--- src/rtl/tfdt_pkg.sv ---
// Package for the transport flow demultiplexing table: beat payload types,
// operation and status codes, controller states and the command/status bundles.
// No dependencies.
package tfdt_pkg;

    typedef enum logic [2:0] {
        OP_LOOKUP  = 3'd0,
        OP_ADD     = 3'd1,
        OP_ADD_EPH = 3'd2,
        OP_REMOVE  = 3'd3,
        OP_RESERVE = 3'd4,
        OP_RELEASE = 3'd5
    } t_op;

    typedef enum logic [2:0] {
        ST_OK      = 3'd0,
        ST_INVALID = 3'd1,
        ST_IN_USE  = 3'd2,
        ST_NO_REC  = 3'd3,
        ST_NO_PORT = 3'd4,
        ST_FULL    = 3'd5
    } t_status;

    localparam logic [7:0]  PROTO_TCP   = 8'd6;
    localparam logic [7:0]  PROTO_UDP   = 8'd17;
    localparam logic [31:0] LOOPBACK_IP = 32'h7F00_0001;
    // Ephemeral ports are 49152..65535: two set top bits and a 14-bit index.
    localparam int          EPH_BITS    = 14;
    localparam logic [1:0]  EPH_TOP     = 2'b11;
    localparam logic [15:0] CNT_MAX     = 16'hFFFF;

    typedef struct packed {
        logic [2:0]  operation;
        logic        match_kind;
        logic [7:0]  protocol;
        logic [31:0] local_ip;
        logic [15:0] local_port;
        logic [31:0] remote_ip;
        logic [15:0] remote_port;
        logic        option;
        logic [5:0]  handle;
        logic [15:0] port_offset;
        logic        header_complete;
    } t_in;

    typedef struct packed {
        logic [2:0]  status;
        logic        hit;
        logic [5:0]  result_handle;
        logic [15:0] chosen_port;
        logic [31:0] chosen_ip;
    } t_out;

    typedef struct packed {
        logic        kind;
        logic [7:0]  proto;
        logic [31:0] lip;
        logic [15:0] lport;
        logic [31:0] rip;
        logic [15:0] rport;
    } t_flow_key;

    typedef struct packed {
        logic        valid;
        logic [7:0]  proto;
        logic [31:0] ip;
        logic [15:0] port;
        logic [15:0] active;
        logic [15:0] reserved;
        logic        reuse;
    } t_prec;

    typedef enum logic [2:0] {
        PU_NONE,
        PU_ADD_RES,
        PU_ADD,
        PU_CREATE_ADD,
        PU_RESERVE,
        PU_CREATE_RES,
        PU_REMOVE,
        PU_RELEASE
    } t_pupd;

    typedef enum logic [4:0] {
        S_CLEAR,
        S_IDLE,
        S_DECODE,
        S_FSCAN,
        S_FWAIT,
        S_FCHK,
        S_PSCAN,
        S_PWAIT,
        S_PCHK,
        S_PRD,
        S_PRWAIT,
        S_PRCHK,
        S_FRD,
        S_FRWAIT,
        S_NEXT,
        S_WRITE,
        S_DONE
    } t_state;

    typedef struct packed {
        logic    load;
        logic    fscan;
        logic    pscan;
        logic    rd_flow;
        logic    rd_port_handle;
        logic    rd_port_rec;
        logic    flow_new;
        logic    flow_kill;
        t_pupd   pupd;
        logic    eph_first;
        logic    eph_next;
        logic    out_load;
        logic    out_blank;
        t_status out_status;
    } t_dp_cmd;

    typedef struct packed {
        logic       clr_busy;
        logic       fbusy;
        logic       pbusy;
        logic [2:0] op;
        logic       proto_ok;
        logic       lport_zero;
        logic       option;
        logic       handle_fe_ok;
        logic       handle_pr_ok;
        logic       ip_bad;
        logic       found5;
        logic       found3;
        logic       dup;
        logic       ffree;
        logic       fent_valid;
        logic       pm_found;
        logic       pfree;
        logic       rec_valid;
        logic       rec_key_eq;
        logic       rec_act0;
        logic       rec_res0;
        logic       rec_reuse;
        logic       eph_last;
        logic       out_busy;
    } t_dp_stat;

endpackage

--- src/rtl/tfdt_ctrl.sv ---
// Controller state machine for the flow table: sequences scans, record reads,
// writes and the result beat. Depends on tfdt_pkg.
module tfdt_ctrl (
    input  logic               i_clk,
    input  logic               i_rst_n,
    input  logic               i_in_valid,
    output logic               o_in_ready,
    input  tfdt_pkg::t_dp_stat i_stat,
    output tfdt_pkg::t_dp_cmd  o_cmd
);
    import tfdt_pkg::*;

    t_state  r_state, n_state;
    t_status r_st, n_st;
    logic    r_blank, n_blank;
    t_pupd   r_pupd, n_pupd;
    logic    r_eph, n_eph;
    t_op     op;

    assign op = t_op'(i_stat.op);

    always_ff @(posedge i_clk) begin
        if (!i_rst_n) begin
            r_state <= S_CLEAR;
            r_st    <= ST_OK;
            r_blank <= 1'b1;
            r_pupd  <= PU_NONE;
            r_eph   <= 1'b0;
        end else begin
            r_state <= n_state;
            r_st    <= n_st;
            r_blank <= n_blank;
            r_pupd  <= n_pupd;
            r_eph   <= n_eph;
        end
    end

    always_comb begin
        n_state = r_state;
        n_st    = r_st;
        n_blank = r_blank;
        n_pupd  = r_pupd;
        n_eph   = r_eph;
        unique case (r_state)
            S_CLEAR: if (!i_stat.clr_busy) n_state = S_IDLE;
            S_IDLE:  if (i_in_valid) n_state = S_DECODE;
            S_DECODE: begin
                n_st    = ST_OK;
                n_blank = 1'b0;
                n_pupd  = PU_NONE;
                n_eph   = (op == OP_ADD_EPH) || (op == OP_RESERVE && i_stat.lport_zero);
                unique case (op)
                    OP_LOOKUP: begin
                        if (i_stat.proto_ok) begin
                            n_state = S_FSCAN;
                        end else begin
                            n_state = S_DONE;
                            n_blank = 1'b1;
                        end
                    end
                    OP_ADD: begin
                        if (i_stat.lport_zero) begin
                            n_state = S_DONE;
                            n_st    = ST_INVALID;
                        end else begin
                            n_state = S_FSCAN;
                        end
                    end
                    OP_ADD_EPH: n_state = S_FSCAN;
                    OP_REMOVE: begin
                        if (!i_stat.handle_fe_ok) begin
                            n_state = S_DONE;
                            n_st    = ST_INVALID;
                        end else begin
                            n_state = S_FRD;
                        end
                    end
                    OP_RESERVE: begin
                        if (i_stat.ip_bad) begin
                            n_state = S_DONE;
                            n_st    = ST_INVALID;
                        end else begin
                            n_state = S_PSCAN;
                        end
                    end
                    OP_RELEASE: begin
                        if (!i_stat.handle_pr_ok) begin
                            n_state = S_DONE;
                            n_st    = ST_NO_REC;
                        end else begin
                            n_state = S_PRD;
                        end
                    end
                    default: begin
                        n_state = S_DONE;
                        n_st    = ST_INVALID;
                    end
                endcase
            end
            S_FSCAN: n_state = S_FWAIT;
            S_FWAIT: if (!i_stat.fbusy) n_state = S_FCHK;
            S_FCHK: begin
                if (op == OP_LOOKUP) begin
                    n_state = S_DONE;
                    n_blank = !(i_stat.found5 || i_stat.found3);
                end else if (r_eph) begin
                    if (!i_stat.ffree) begin
                        n_state = S_DONE;
                        n_st    = ST_FULL;
                    end else if (i_stat.dup) begin
                        n_state = S_NEXT;
                    end else begin
                        n_state = S_PSCAN;
                    end
                end else if (i_stat.dup) begin
                    n_state = S_DONE;
                    n_st    = ST_IN_USE;
                end else if (!i_stat.ffree) begin
                    n_state = S_DONE;
                    n_st    = ST_FULL;
                end else if (i_stat.option) begin
                    if (!i_stat.handle_pr_ok) begin
                        n_state = S_DONE;
                        n_st    = ST_NO_REC;
                    end else begin
                        n_state = S_PRD;
                    end
                end else begin
                    n_state = S_PSCAN;
                end
            end
            S_PSCAN: n_state = S_PWAIT;
            S_PWAIT: if (!i_stat.pbusy) n_state = S_PCHK;
            S_PCHK: begin
                if (op == OP_RESERVE) begin
                    if (i_stat.pm_found) begin
                        if ((!i_stat.rec_act0 || !i_stat.rec_res0) && !i_stat.rec_reuse) begin
                            if (r_eph) begin
                                n_state = S_NEXT;
                            end else begin
                                n_state = S_DONE;
                                n_st    = ST_IN_USE;
                            end
                        end else begin
                            n_state = S_WRITE;
                            n_pupd  = PU_RESERVE;
                        end
                    end else if (!i_stat.pfree) begin
                        n_state = S_DONE;
                        n_st    = ST_NO_REC;
                    end else begin
                        n_state = S_WRITE;
                        n_pupd  = PU_CREATE_RES;
                    end
                end else begin
                    if (i_stat.pm_found) begin
                        if (i_stat.rec_act0 && !i_stat.rec_res0 && !i_stat.rec_reuse) begin
                            if (r_eph) begin
                                n_state = S_NEXT;
                            end else begin
                                n_state = S_DONE;
                                n_st    = ST_IN_USE;
                            end
                        end else begin
                            n_state = S_WRITE;
                            n_pupd  = PU_ADD;
                        end
                    end else if (!i_stat.pfree) begin
                        if (r_eph) begin
                            n_state = S_NEXT;
                        end else begin
                            n_state = S_DONE;
                            n_st    = ST_NO_REC;
                        end
                    end else begin
                        n_state = S_WRITE;
                        n_pupd  = PU_CREATE_ADD;
                    end
                end
            end
            S_PRD:    n_state = S_PRWAIT;
            S_PRWAIT: n_state = S_PRCHK;
            S_PRCHK: begin
                if (op == OP_REMOVE) begin
                    if (i_stat.rec_valid) begin
                        n_state = S_WRITE;
                        n_pupd  = PU_REMOVE;
                    end else begin
                        n_state = S_DONE;
                    end
                end else if (!i_stat.rec_valid) begin
                    n_state = S_DONE;
                    n_st    = ST_NO_REC;
                end else if (op == OP_RELEASE) begin
                    if (i_stat.rec_res0) begin
                        n_state = S_DONE;
                        n_st    = ST_INVALID;
                    end else begin
                        n_state = S_WRITE;
                        n_pupd  = PU_RELEASE;
                    end
                end else if (!i_stat.rec_key_eq) begin
                    n_state = S_DONE;
                    n_st    = ST_INVALID;
                end else begin
                    n_state = S_WRITE;
                    n_pupd  = PU_ADD_RES;
                end
            end
            S_FRD:    n_state = S_FRWAIT;
            S_FRWAIT: begin
                if (!i_stat.fent_valid) begin
                    n_state = S_DONE;
                    n_st    = ST_INVALID;
                end else begin
                    n_state = S_PRD;
                end
            end
            S_NEXT: begin
                if (i_stat.eph_last) begin
                    n_state = S_DONE;
                    n_st    = ST_NO_PORT;
                end else if (op == OP_RESERVE) begin
                    n_state = S_PSCAN;
                end else begin
                    n_state = S_FSCAN;
                end
            end
            S_WRITE: n_state = S_DONE;
            S_DONE:  if (!i_stat.out_busy) n_state = S_IDLE;
            default: n_state = S_IDLE;
        endcase
    end

    always_comb begin
        o_cmd      = '0;
        o_in_ready = 1'b0;
        unique case (r_state)
            S_IDLE: begin
                o_in_ready = 1'b1;
                o_cmd.load = i_in_valid;
            end
            S_DECODE: begin
                o_cmd.eph_first = (op == OP_ADD_EPH) ||
                                  (op == OP_RESERVE && i_stat.lport_zero);
            end
            S_FSCAN: o_cmd.fscan = 1'b1;
            S_PSCAN: o_cmd.pscan = 1'b1;
            S_PRD: begin
                o_cmd.rd_port_rec    = (op == OP_REMOVE);
                o_cmd.rd_port_handle = (op != OP_REMOVE);
            end
            S_FRD:    o_cmd.rd_flow = 1'b1;
            S_FRWAIT: o_cmd.flow_kill = i_stat.fent_valid;
            S_NEXT:   o_cmd.eph_next = !i_stat.eph_last;
            S_WRITE: begin
                o_cmd.pupd     = r_pupd;
                o_cmd.flow_new = (op == OP_ADD) || (op == OP_ADD_EPH);
            end
            S_DONE: begin
                o_cmd.out_load   = !i_stat.out_busy;
                o_cmd.out_status = r_st;
                o_cmd.out_blank  = r_blank;
            end
            default: o_cmd = '0;
        endcase
    end

endmodule

--- config.mk ---
export PLATFORM = sky130hd
export DESIGN_NAME = tfdt_ctrl
export DESIGN_NICKNAME = d
export VERILOG_FILES = /design/src/rtl/tfdt_pkg.sv /design/src/rtl/tfdt_ctrl.sv
export SDC_FILE = /design/constraint.sdc
export NUM_CORES = 1
export LEC_CHECK = 0
export BUFFER_PORTS_ARGS = -buffer_cell sky130_fd_sc_hd__buf_2
export CAP_MARGIN = 20
export CORE_ASPECT_RATIO = 1.25
export CORE_UTILIZATION = 57
export CTS_CLUSTER_DIAMETER = 40
export DETAILED_ROUTE_END_ITERATION = 10
export PLACE_DENSITY = 0.91
export SETUP_SLACK_MARGIN = 0.2
export SYNTH_ARGS = -nofsm -noshare
export SYNTH_HDL_FRONTEND = slang
export SYNTH_SLANG_ARGS = --single-unit
--- constraint.sdc ---
create_clock -name i_clk -period 5.5 [get_ports i_clk]
set_input_delay 1.1 -clock i_clk [delete_from_list [all_inputs] [get_ports i_clk]]
set_output_delay 1.1 -clock i_clk [all_outputs]
set_load 0.005 [all_outputs]
==> Word level (Yosys, flattened, before mapping) <==
Cells that the tools add are included.
{ "op_classes": {"n_eq_ne": 47, "n_mux": 95, "n_reduce_logical": 24} }
{ "op_table": {"columns": ["operator", "count"], "rows": [
  ["2-to-1 mux 5 bit", 33],
  ["2-to-1 mux 3 bit", 38],
  ["one-hot mux 5 bit (17 select lines)", 1],
  ["!= test 4 bit, second input constant", 11],
  ["== test 5 x 4 -> 1 bit, second input constant", 8],
  ["one-hot mux 5 bit (6 select lines)", 1],
  ["!= test 2 bit, second input constant", 11],
  ["== test 5 x 3 -> 1 bit, second input constant", 4],
  ["one-hot mux 3 bit (6 select lines)", 1],
  ["2-to-1 mux 1 bit", 15],
  ["AND reduction 14 bit", 1],
  ["== test 5 x 2 -> 1 bit, second input constant", 2],
  ["one-hot mux 2 bit (5 select lines)", 1],
  ["!= test 3 bit, second input constant", 3],
  ["one-hot mux 3 bit (3 select lines)", 1],
  ["AND reduction 7 bit", 1],
  ["== test 3 x 2 -> 1 bit, second input constant", 2],
  ["== test 3 bit, second input constant", 2],
  ["logical NOT 1 bit", 6],
  ["nonzero test 6 bit", 1],
  ["== test 5 x 1 -> 1 bit, second input constant", 1],
  ["== test 5 bit, second input constant", 1],
  ["logical NOT 5 bit", 1],
  ["AND reduction 5 bit", 1],
  ["12 further kinds", 19]
]} }
{ "totals": {"ff_bits": 13, "out_inout_bits": 19, "wordCells": 171} }

==> Logic depth before layout (Yosys ltp) <==
Gate-level depths: netlist of run 1.
{ "depth": {"word_depth": 7, "mapped_depth": 7, "mapped_depth_nobuf": 6} }

==> Least setup slack after synthesis of run 1 <==
No wires, ideal clock.
{ "synth_timing": {"path_kind": "input -> output", "startpoint": "in i_stat[21] (netlist bit)", "endpoint": "out o_cmd[6] (netlist bit)", "arrival_ps": 2126, "required_time_ps": 4400, "path_slack_ps": 2274, "path_stages": 5, "path_buffers": 2, "cell_sequence": "clkbuf_1 -> buf_2 -> nor2b_1 -> a21oi_1 -> nor3_1"} }
{ "synth_rtl": {"columns": ["item", "line", "source"], "rows": [
  ["start, declared", "tfdt_ctrl.sv:8", "input tfdt_pkg::t_dp_stat i_stat,"],
  ["end, declared", "tfdt_ctrl.sv:9", "output tfdt_pkg::t_dp_cmd o_cmd"]
]} }

==> results of run 1 <==
[final cells by class]
type,count,share of cell area [%]
well taps,34,2.20
clock buffers,4,1.36
multi-input cells,210,69.3
inverters,8,1.55
flip-flops and latches,13,13.4
repair buffers,47,12.2
[logic make-up (layout without fill, tap and decap cells)]
logic type	count (synthesis)	after routing	share of synthesized area (%)
and+or+nand+nor	125	125	41.6
AOI/OAI and AO/OA	75	75	30.8
buffers and inverters	28	59	6.84
DFF	13	13	15.1
muxes	7	7	4.15
xor gates and xnor gates	3	3	1.53
[sequential cells by signal, indices dropped and copies added (netlist names)]
signal   flops
r_pupd       3
r_st         3
r_blank      1
r_eph        1
r_state      5
[worst paths after layout]
path / from / end / slack [ps] / cells past startpoint
worst min register to register: r_pupd[2] / r_pupd[2] / 460 / 2
worst max-delay path: r_state[1] / o_cmd[6] / 2110 / 4
worst max register to register: r_state[0] / r_st[0] / 2900 / 5
worst min-delay path: r_pupd[2] / r_pupd[2] / 460 / 2
[stage by stage]
stage               std cells  hold slack (ps)
finish                    316              459
detailed placement        312              453
CTS                       316              464
global placement          312              440
global route              316              506
floorplan                 251              430
[critical path, delay by kind of cell (launching register included)]
family                 cells  cell delay [ps]
AND/OR/NAND/NOR            3             1200
flip-flops                 1              630
buffers and inverters      1              160
[layer usage]
layer,vias to the layer above,track usage (%),share of wire [%]
li1,1002,-,-
met1,984,45.2,41
met2,112,62.5,48
met3,23,6.04,6.9
met4,0,21.9,4.4
met5,-,0,0
[power groups by stage]
stage	combinational (mW)	sequential [mW]	clock [mW]
floorplan	0.0546	0.100	0
finish	0.0785	0.105	0.0641
global placement	0.0753	0.107	0
CTS	0.0763	0.105	0.0631
detailed placement	0.0761	0.107	0
global route	0.0848	0.106	0.0680
[placed cells by master, fill, tap and decap left out, drive strengths merged, types with 7 or more instances in the layout]
| master | n |
|---|---|
| a21oi | 13 |
| a31oi | 8 |
| and2 | 11 |
| buf | 47 |
| dfxtp | 13 |
| inv | 8 |
| nand2 | 22 |
| nand2b | 13 |
| nand3 | 7 |
| nor2 | 21 |
| nor2b | 10 |
| nor3 | 12 |
| o21ai | 15 |
==> out/metrics.cfg, run 1 <==
[outcome]
status = finished, final reports clean

[sta]
max_slew.worst_pin.slew_ps = 814
hold_viol = 0
period_minus_slack_ps = 3390
drv_slew = 0
fin_tns_setup_ps = 0
skew_ps = 4.30
fin_crit_sh_pct = 61.6
rsz0062_at_grt = false
slew_headroom_pct = 45.7
report.final.setup_viol = 0
worst_slack_ps = 2110
timing.fmax_mhz = 295

[setup_path]
crit_path_start_kind = register
slowest_stage = dfxtp_1
cp_cell_sequence = nor2b_1 > nand2_1 > nor3_1 > buf_2
critPathCaptureType = primary output
critPathArrivalTime_ps = 2290
cp_max_fo = 15
slowest_delay_ps = 630
path_class = reg -> out
critical_path_required_ps = 4400

[grt]
grt_first_pass_wirelength_um = 9270
grtUsageTotal_pct = 37.9
grt.overflow.total = 0
antenna_found_initial = 0
grt_start_max_net_pins = 26
grt_pass1_vias = 1988

[synthesis]
synth_common_cells = nand2_1 (22), nor2_1 (21), clkbuf_1 (14), dfxtp_1 (13)
yosysWarnings = 0
seq_area_frac_synth_pct = 15.1
syn_inst = 251
ys_ff_latch = 13
avgSynthCellArea_um2 = 6.85
synth_nets = 280
ys.flop_type = dfxtp_1
async_reset_ff_share_pct = 0
synth.most_common_cell = nand2_1
synth_area_um2 = 1720
yosys.area.top_type = dfxtp_1
synth_enable_flop_cells = 0
synth_area_leaders = dfxtp_1 (15%), nand2_1 (4.8%), nor2_1 (4.6%)
synth.distinct_cells = 61
synth_top_area_share_pct = 15.1

[clock_network]
postCtsHoldBufs = 0
cts_tree = done
numCtsBuffers = 3
clk_pin_slew_ps = 90
clock_latency_ps = 290
htree_levels = 1
cts_buffer_depth = 2
post-cts-setup-buffer-count = 0
root_buffer = clkbuf_4
ctsResizeCount = 0
clock-sinks = 13

[place]
place_ws_ps = 2210
dpl.hpwl_um = 4250
gp_congestion = 1.04
place_area_um2 = 1910
io_buffers = 47

[run]
maxCapViolCount = 0

[power_and_ir_drop]
powerDensity_nw_per_um2 = 128
internal_power_uw = 155
p_comb_share_pct = 31.7
ir_drop_v = 0.000108
switching_share_pct = 37.3
seqPwrFrac_pct = 42.5
clkPwrFrac_pct = 25.9
power_leakage_nw = 0.768
p_sw_uw = 92.6
p_total_uw = 248

[detailed_routing]
drt_wl_total_um = 5630
drtIter0Drc = 105
dr_total_vias = 2121
ant_nets = 0
drc = 0
vias_per_cell = 6.71
dr.pass1.iters = 5
wl_per_cell_um = 17.8

[die]
die_y_um = 63.4
num_rows = 21
die_x_um = 51.1
start_util_pct = 62.3
io_pins = 48
core_um2 = 2760
fp.dieArea_um2 = 3240

[cells_and_area]
multi_input_area_um2 = 1340
final_core_util_pct = 70.2
nNetsFinal = 312
fillers = 265
seq_area_um2 = 260
design_area_um2 = 1940
drive_gt1_share_pct = 20.9
n_antenna_cell = 0
area_growth_pct = 12.6

[hold_path]
hold_class = reg -> reg

No activity file was read; power rests on OpenSTA's default activity.
==> run 2, diff against run 1 <==
Settings changed: ABC_AREA set to 1, CORE_UTILIZATION 57 to 47, PLACE_DENSITY 0.91 to 0.81.
Clock period 5.5 ns to 3 ns, I/O delays scaled along.
==> out/metrics.cfg, run 2 <==
[setup_path]
crit_path_start_kind = register
cp_cell_sequence = nor2_1 > inv_2 > nor2_1 > nand2_1 > nor2_1 > buf_2
path_class = reg -> out
slowest_delay_ps = 370  ; -260 ps
cp_max_fo = 6  ; -9
cp_common_cell = nor2_1
slowest_stage = dfxtp_1
critical_path_required_ps = 2400  ; -2000 ps
critPathArrivalTime_ps = 1570  ; -720 ps
critPathCaptureType = primary output

[synthesis]
synth.most_common_cell = nand2_1
ys.flop_type = dfxtp_1
async_reset_ff_share_pct = 0  ; unchanged
synth_area_um2 = 1640  ; -4.7%
synth_area_leaders = nand2_1 (19%), dfxtp_1 (16%), nor2_1 (12%)
synth.distinct_cells = 26  ; -57%
seq_area_frac_synth_pct = 15.9  ; +0.74 points
avgSynthCellArea_um2 = 5.32  ; -22%
yosys.area.top_type = nand2_1
ys_ff_latch = 13  ; unchanged
synth_nets = 337  ; +20%
synth_enable_flop_cells = 0  ; unchanged
synth_top_area_share_pct = 19.2  ; +4.1 points
yosysWarnings = 0  ; unchanged
syn_inst = 308  ; +23%
synth_common_cells = nand2_1 (84), nor2_1 (54), inv_1 (35), nand3_1 (34), inv_2 (15)

[grt]
antenna_found_initial = 0  ; unchanged
grtUsageTotal_pct = 28.9  ; -9.1 points
grt.overflow.total = 0  ; unchanged
grt_first_pass_wirelength_um = 7660  ; -17%
grt_start_max_net_pins = 10  ; -62%
grt_pass1_vias = 1836  ; -7.6%

[sta]
timing.fmax_mhz = 461
rsz0062_at_grt = false
max_slew.worst_pin.slew_ps = 355  ; -459 ps
fin_tns_setup_ps = 0  ; unchanged
fin_crit_sh_pct = 72.3
skew_ps = 2.03  ; -2.27 ps
drv_slew = 0  ; unchanged
hold_slack_ps = 464  ; +4.99 ps
report.final.setup_viol = 0  ; unchanged
hold_viol = 0  ; unchanged
period_minus_slack_ps = 2170
slew_headroom_pct = 76.1  ; +30 points

[place]
dpl.hpwl_um = 4090  ; -3.9%
io_buffers = 47  ; unchanged
gp_congestion = 0.991  ; -4.6%

[die]
start_util_pct = 50.0  ; -12 points
core_um2 = 3280  ; +19%
die_x_um = 54.8  ; +7.2%
die_y_um = 68.0  ; +7.3%
io_pins = 48  ; unchanged
num_rows = 23  ; +9.5%
fp.dieArea_um2 = 3730  ; +15%

[clock_network]
cts_tree = done
clk_pin_slew_ps = 60  ; -30 ps
postCtsHoldBufs = 0  ; unchanged
clock_latency_ps = 250  ; -40 ps
numCtsBuffers = 3  ; unchanged
htree_levels = 1  ; unchanged
root_buffer = clkbuf_8
clock-sinks = 13  ; unchanged
cts_buffer_depth = 2  ; unchanged
ctsResizeCount = 0  ; unchanged
post-cts-setup-buffer-count = 0  ; unchanged

[cells_and_area]
drive_gt1_share_pct = 25.8  ; +4.8 points
n_antenna_cell = 0  ; unchanged
fillers = 332  ; +25%
final_common_cell = nand2_1
largest_reg_flops = 5  ; unchanged
largestRegisters = r_state: 5 flops, r_pupd: 3 flops, r_st: 3 flops
layout_common_cells = nand2_1 (84), nor2_1 (54), buf_2 (47), inv_1 (35), nand3_1 (34)
nNetsFinal = 387  ; +24%
area_growth_pct = 18.8
max_flop_register = r_state

[power_and_ir_drop]
p_total_uw = 784  ; +220%
powerDensity_nw_per_um2 = 403  ; +210%
power_leakage_nw = 1.13  ; +47%
ir_drop_v = 0.000441  ; +310%

[detailed_routing]
wl_per_cell_um = 12.7  ; -29%
vias_per_cell = 5.31  ; -21%
drc = 0  ; unchanged
drtIter0Drc = 102  ; -2.9%
dr_total_vias = 2092  ; -1.4%
ant_nets = 0  ; unchanged
dr.pass1.iters = 7  ; +2
drt_wl_total_um = 4990  ; -11%

[hold_path]
hold_class = reg -> reg

[outcome]
status = finished, final reports clean

[run]
maxCapViolCount = 0  ; unchanged

[run 2: cell types whose count changed after synthesis, moves of 8 or more]
cell	change
nor2b_1	-10
inv_1	+27
and2_1	-11
inv_2	+15
nor3_1	-11
nand2_1	+62
nand3_1	+27
nor2_1	+33
nor2_2	+8
nand2b_1	-12
clkbuf_1	-14
[run 2: area by class of cell]
cell class | instances | area (um2) | share of cell area (%)
multi-input cells | 243 | 1170 | 60.2
repair buffers | 47 | 235 | 12.1
well taps | 37 | 46.3 | 2.38
clock buffers | 4 | 45.0 | 2.31
inverters | 50 | 188 | 9.64
flip-flops and latches | 13 | 260 | 13.4
[run 2: routing by layer]
layer	share of wire, %	GRT usage [%]	vias to the layer above
met5	0	0	-
met4	1.6	10.6	0
met3	5.6	3.78	8
met2	53	55.0	87
met1	39	30.7	923
li1	-	-	1074
[run 2: kinds of logic (layout without fill, tap and decap cells)]
logic type | after synthesis | in the layout | share of synthesized area, %
simple gates | 207 | 207 | 59.3
buf+inv | 52 | 101 | 12.6
compound gates | 36 | 36 | 12.2
flops | 13 | 13 | 15.9
[run 2: worst max-delay path: cells and delay by family (launching register included)]
family,cells,cell delay (ps)
flip-flops,1,370
buffers and inverters,2,240
AND/OR/NAND/NOR,4,710
[run 2: final timing paths]
| check | slack, ps | cells after the start | start | end |
|---|---|---|---|---|
| setup reg to reg | 1360 | 11 | r_state[0] | r_st[0] |
| hold reg to reg | 460 | 2 | r_pupd[2] | r_pupd[2] |
| hold / removal | 460 | 2 | r_pupd[2] | r_pupd[2] |
| setup / recovery | 830 | 6 | r_state[0] | o_cmd[4] |
[run 2: metrics by stage]
stage | utilization [%] | setup WS, ps | cell area (um2) | cells
4_1_cts | 59.3 | 832 | 1950 | 394
6_report | 59.3 | 831 | 1950 | 394
5_1_grt | 59.3 | 595 | 1950 | 394
2_1_floorplan | - | 1140 | 1640 | 308
3_5_place_dp | 58.0 | 855 | 1900 | 390
3_3_place_gp | 58.0 | 909 | 1900 | 390
[run 2: power breakdown]
group | total [mW] | switching, mW | internal (mW)
Clock | 0.168 | 0.0744 | 0.0941
Sequential | 0.227 | 0.0272 | 0.200
Combinational | 0.388 | 0.262 | 0.126
Total | 0.784 | 0.364 | 0.420
==> run 3, diff against run 2 <==
Settings changed: CORE_UTILIZATION 47 to 52, PLACE_DENSITY 0.81 to 0.85.
Clock period 3 ns to 2.1 ns, I/O delays scaled along.
==> out/metrics.cfg, run 3 (synthesis gave the netlist of run 2 again) <==
[detailed_routing]
wl_per_cell_um = 12.7  ; +0.20%
wl_met1_um = 1880  ; -4.4%
drc = 0  ; unchanged
drtIter0Drc = 106  ; +3.9%
ant_nets = 0  ; unchanged
vias_per_cell = 5.31  ; about the same
dr.pass1.iters = 6  ; -1
drt_wl_total_um = 5000  ; +0.20%
met3_length_um = 378  ; +35%
dr_total_vias = 2094  ; +0.096%
routed-wl-met2_um = 2550  ; -4.3%
top_layer = met4

[place]
place_area_um2 = 1900  ; about the same
dpl.hpwl_um = 4050  ; -1.0%
dp.cells = 389  ; -0.26%
gp_congestion = 0.957  ; -3.4%
io_buffers = 47  ; unchanged

[grt]
grt_start_max_net_pins = 10  ; unchanged
grt_first_pass_wirelength_um = 7650  ; about the same
antenna_found_initial = 0  ; unchanged
grt.overflow.total = 0  ; unchanged
grt_pass1_vias = 1761  ; -4.1%
grtUsageTotal_pct = 31.0  ; +2.1 points

[setup_path]
crit_path_start_kind = register
path_depth = 6  ; unchanged
ff2ff_path_depth = 10  ; -1
critPathArrivalTime_ps = 1430  ; -140 ps
cp_cell_sequence = inv_4 > nand3_2 > nor2_4 > nand2_1 > inv_2 > buf_2
crit_family = simple AND/OR/NAND/NOR gates
reg2reg_from = r_state[4]
slowest_stage = dfxtp_2
critPathCaptureType = primary output
path_class = reg -> out
worstSetupStartpoint = r_state[4]
critical_path_required_ps = 1680  ; -720 ps
slowest_delay_ps = 380  ; about the same
cp_max_fo = 7  ; +1
path_buf_inv = 3  ; +1

[clock_network]
numCtsBuffers = 3  ; unchanged
htree_levels = 1  ; unchanged
root_buffer = clkbuf_4
cts_tree = done
clock-sinks = 13  ; unchanged
clock_latency_ps = 300  ; +50 ps
clk_pin_slew_ps = 100  ; +40 ps
cts_buffer_depth = 2  ; unchanged

[hold_path]
min-delay-start = i_stat[23]
hold_depth = 3  ; +1
hold_class = in -> reg

[power_and_ir_drop]
powerDensity_nw_per_um2 = 566  ; +41%
power_leakage_nw = 1.14  ; +1.1%
ir_drop_v = 0.000665  ; +51%

[die]
start_util_pct = 55.1  ; +5.2 points
die_y_um = 64.8  ; -4.8%
io_pins = 48  ; unchanged
core_um2 = 2970  ; -9.4%
num_rows = 22  ; -4.3%
die_x_um = 52.2  ; -4.8%
fp.dieArea_um2 = 3380  ; -9.3%

[cells_and_area]
instances_no_fill = 394  ; unchanged
layout_common_cells = nand2_1 (82), nor2_1 (50), buf_2 (47), inv_1 (34), nand3_1 (33)
final_common_cell = nand2_1
area_growth_pct = 22.4
largestRegisters = r_state: 5 flops, r_pupd: 3 flops, r_st: 3 flops
n_antenna_cell = 0  ; unchanged
design_area_um2 = 2010  ; +3.0%
largest_reg_flops = 5  ; unchanged
nNetsFinal = 388  ; +0.26%
drive_gt1_share_pct = 29.6  ; +3.8 points
max_flop_register = r_state
fillers = 296  ; -11%

[sta]
timing.fmax_mhz = 540
skew_ps = 13.9  ; +11.8 ps
report.final.setup_viol = 0  ; unchanged
fin_crit_sh_pct = 88.2
fin_tns_setup_ps = 0  ; unchanged
drv_slew = 0  ; unchanged
rsz0062_at_grt = true
max_slew.worst_pin.slew_ps = 350  ; -4.90 ps
hold_viol = 0  ; unchanged
period_minus_slack_ps = 1850
slew_headroom_pct = 76.6  ; +0.49 points

[run]
maxCapViolCount = 0  ; unchanged

[outcome]
status = finished, final reports clean

==> run 3: cell count changes in the layout (fill, tap and decap cells not counted), moves of 3 or more <==
cell and change:
dfxtp_2 +3, nor2_4 +5, dfxtp_1 -4, clkbuf_4 +3
nor2_1 -4, clkbuf_8 -3
==> run 3: layout make-up <==
type / instances / area, um2 / share of cell area [%]
sequential: 13 / 268 / 13.4
tap: 36 / 45.0 / 2.25
clock buffer: 4 / 26.3 / 1.31
multi-input combinational: 243 / 1230 / 61.5
timing repair buffer: 48 / 243 / 12.1
inverter: 50 / 190 / 9.48
==> run 3: path summary, 6_finish.rpt <==
kind / slack (ps) / end
setup / recovery: 250 / o_cmd[5]
hold / removal: 400 / r_state[1]
setup reg to reg: 490 / r_st[0]
hold reg to reg: 470 / r_pupd[0]
==> run 3: metal layers <==
metal  vias to the layer above  track usage [%]
met5                         -                0
met4                         0             17.4
met3                        22             3.29
met2                       103             54.8
met1                       896             34.8
li1                       1073                -
==> run 3: report_power, final <==
group	leakage, nW	internal, mW	total (mW)	switching (mW)
Sequential	0.107	0.288	0.335	0.0471
Combinational	1.02	0.211	0.622	0.411
Clock	0.0150	0.0741	0.178	0.104
Total	1.14	0.574	1.14	0.562
==> run 3: timing repair <==
item	in CTS	in global routing
resized for setup	6	16
hold buffers	0	0
endpoints found under the setup margin	7	14
cloned	0	0
buffers inserted	0	1
pin swaps	0	2
==> run 3: tightest hold or removal path, stage by stage <==
cell	delay, ps
buf_2	100
nand2_1	100
a21oi_2	60
==> run 3: stage by stage <==
step / setup slack [ps] / total power, mW / hold slack, ps / utilization, %
final: 248 / 1.14 / 403 / 67.5
after global routing: 189 / 1.22 / 420 / 67.5
after CTS: 202 / 1.08 / 418 / 65.5
after detailed placement: 261 / 0.882 / 451 / 63.9
after global placement: 275 / 0.866 / 449 / 63.9
after floorplan: 595 / 0.726 / 439 / -
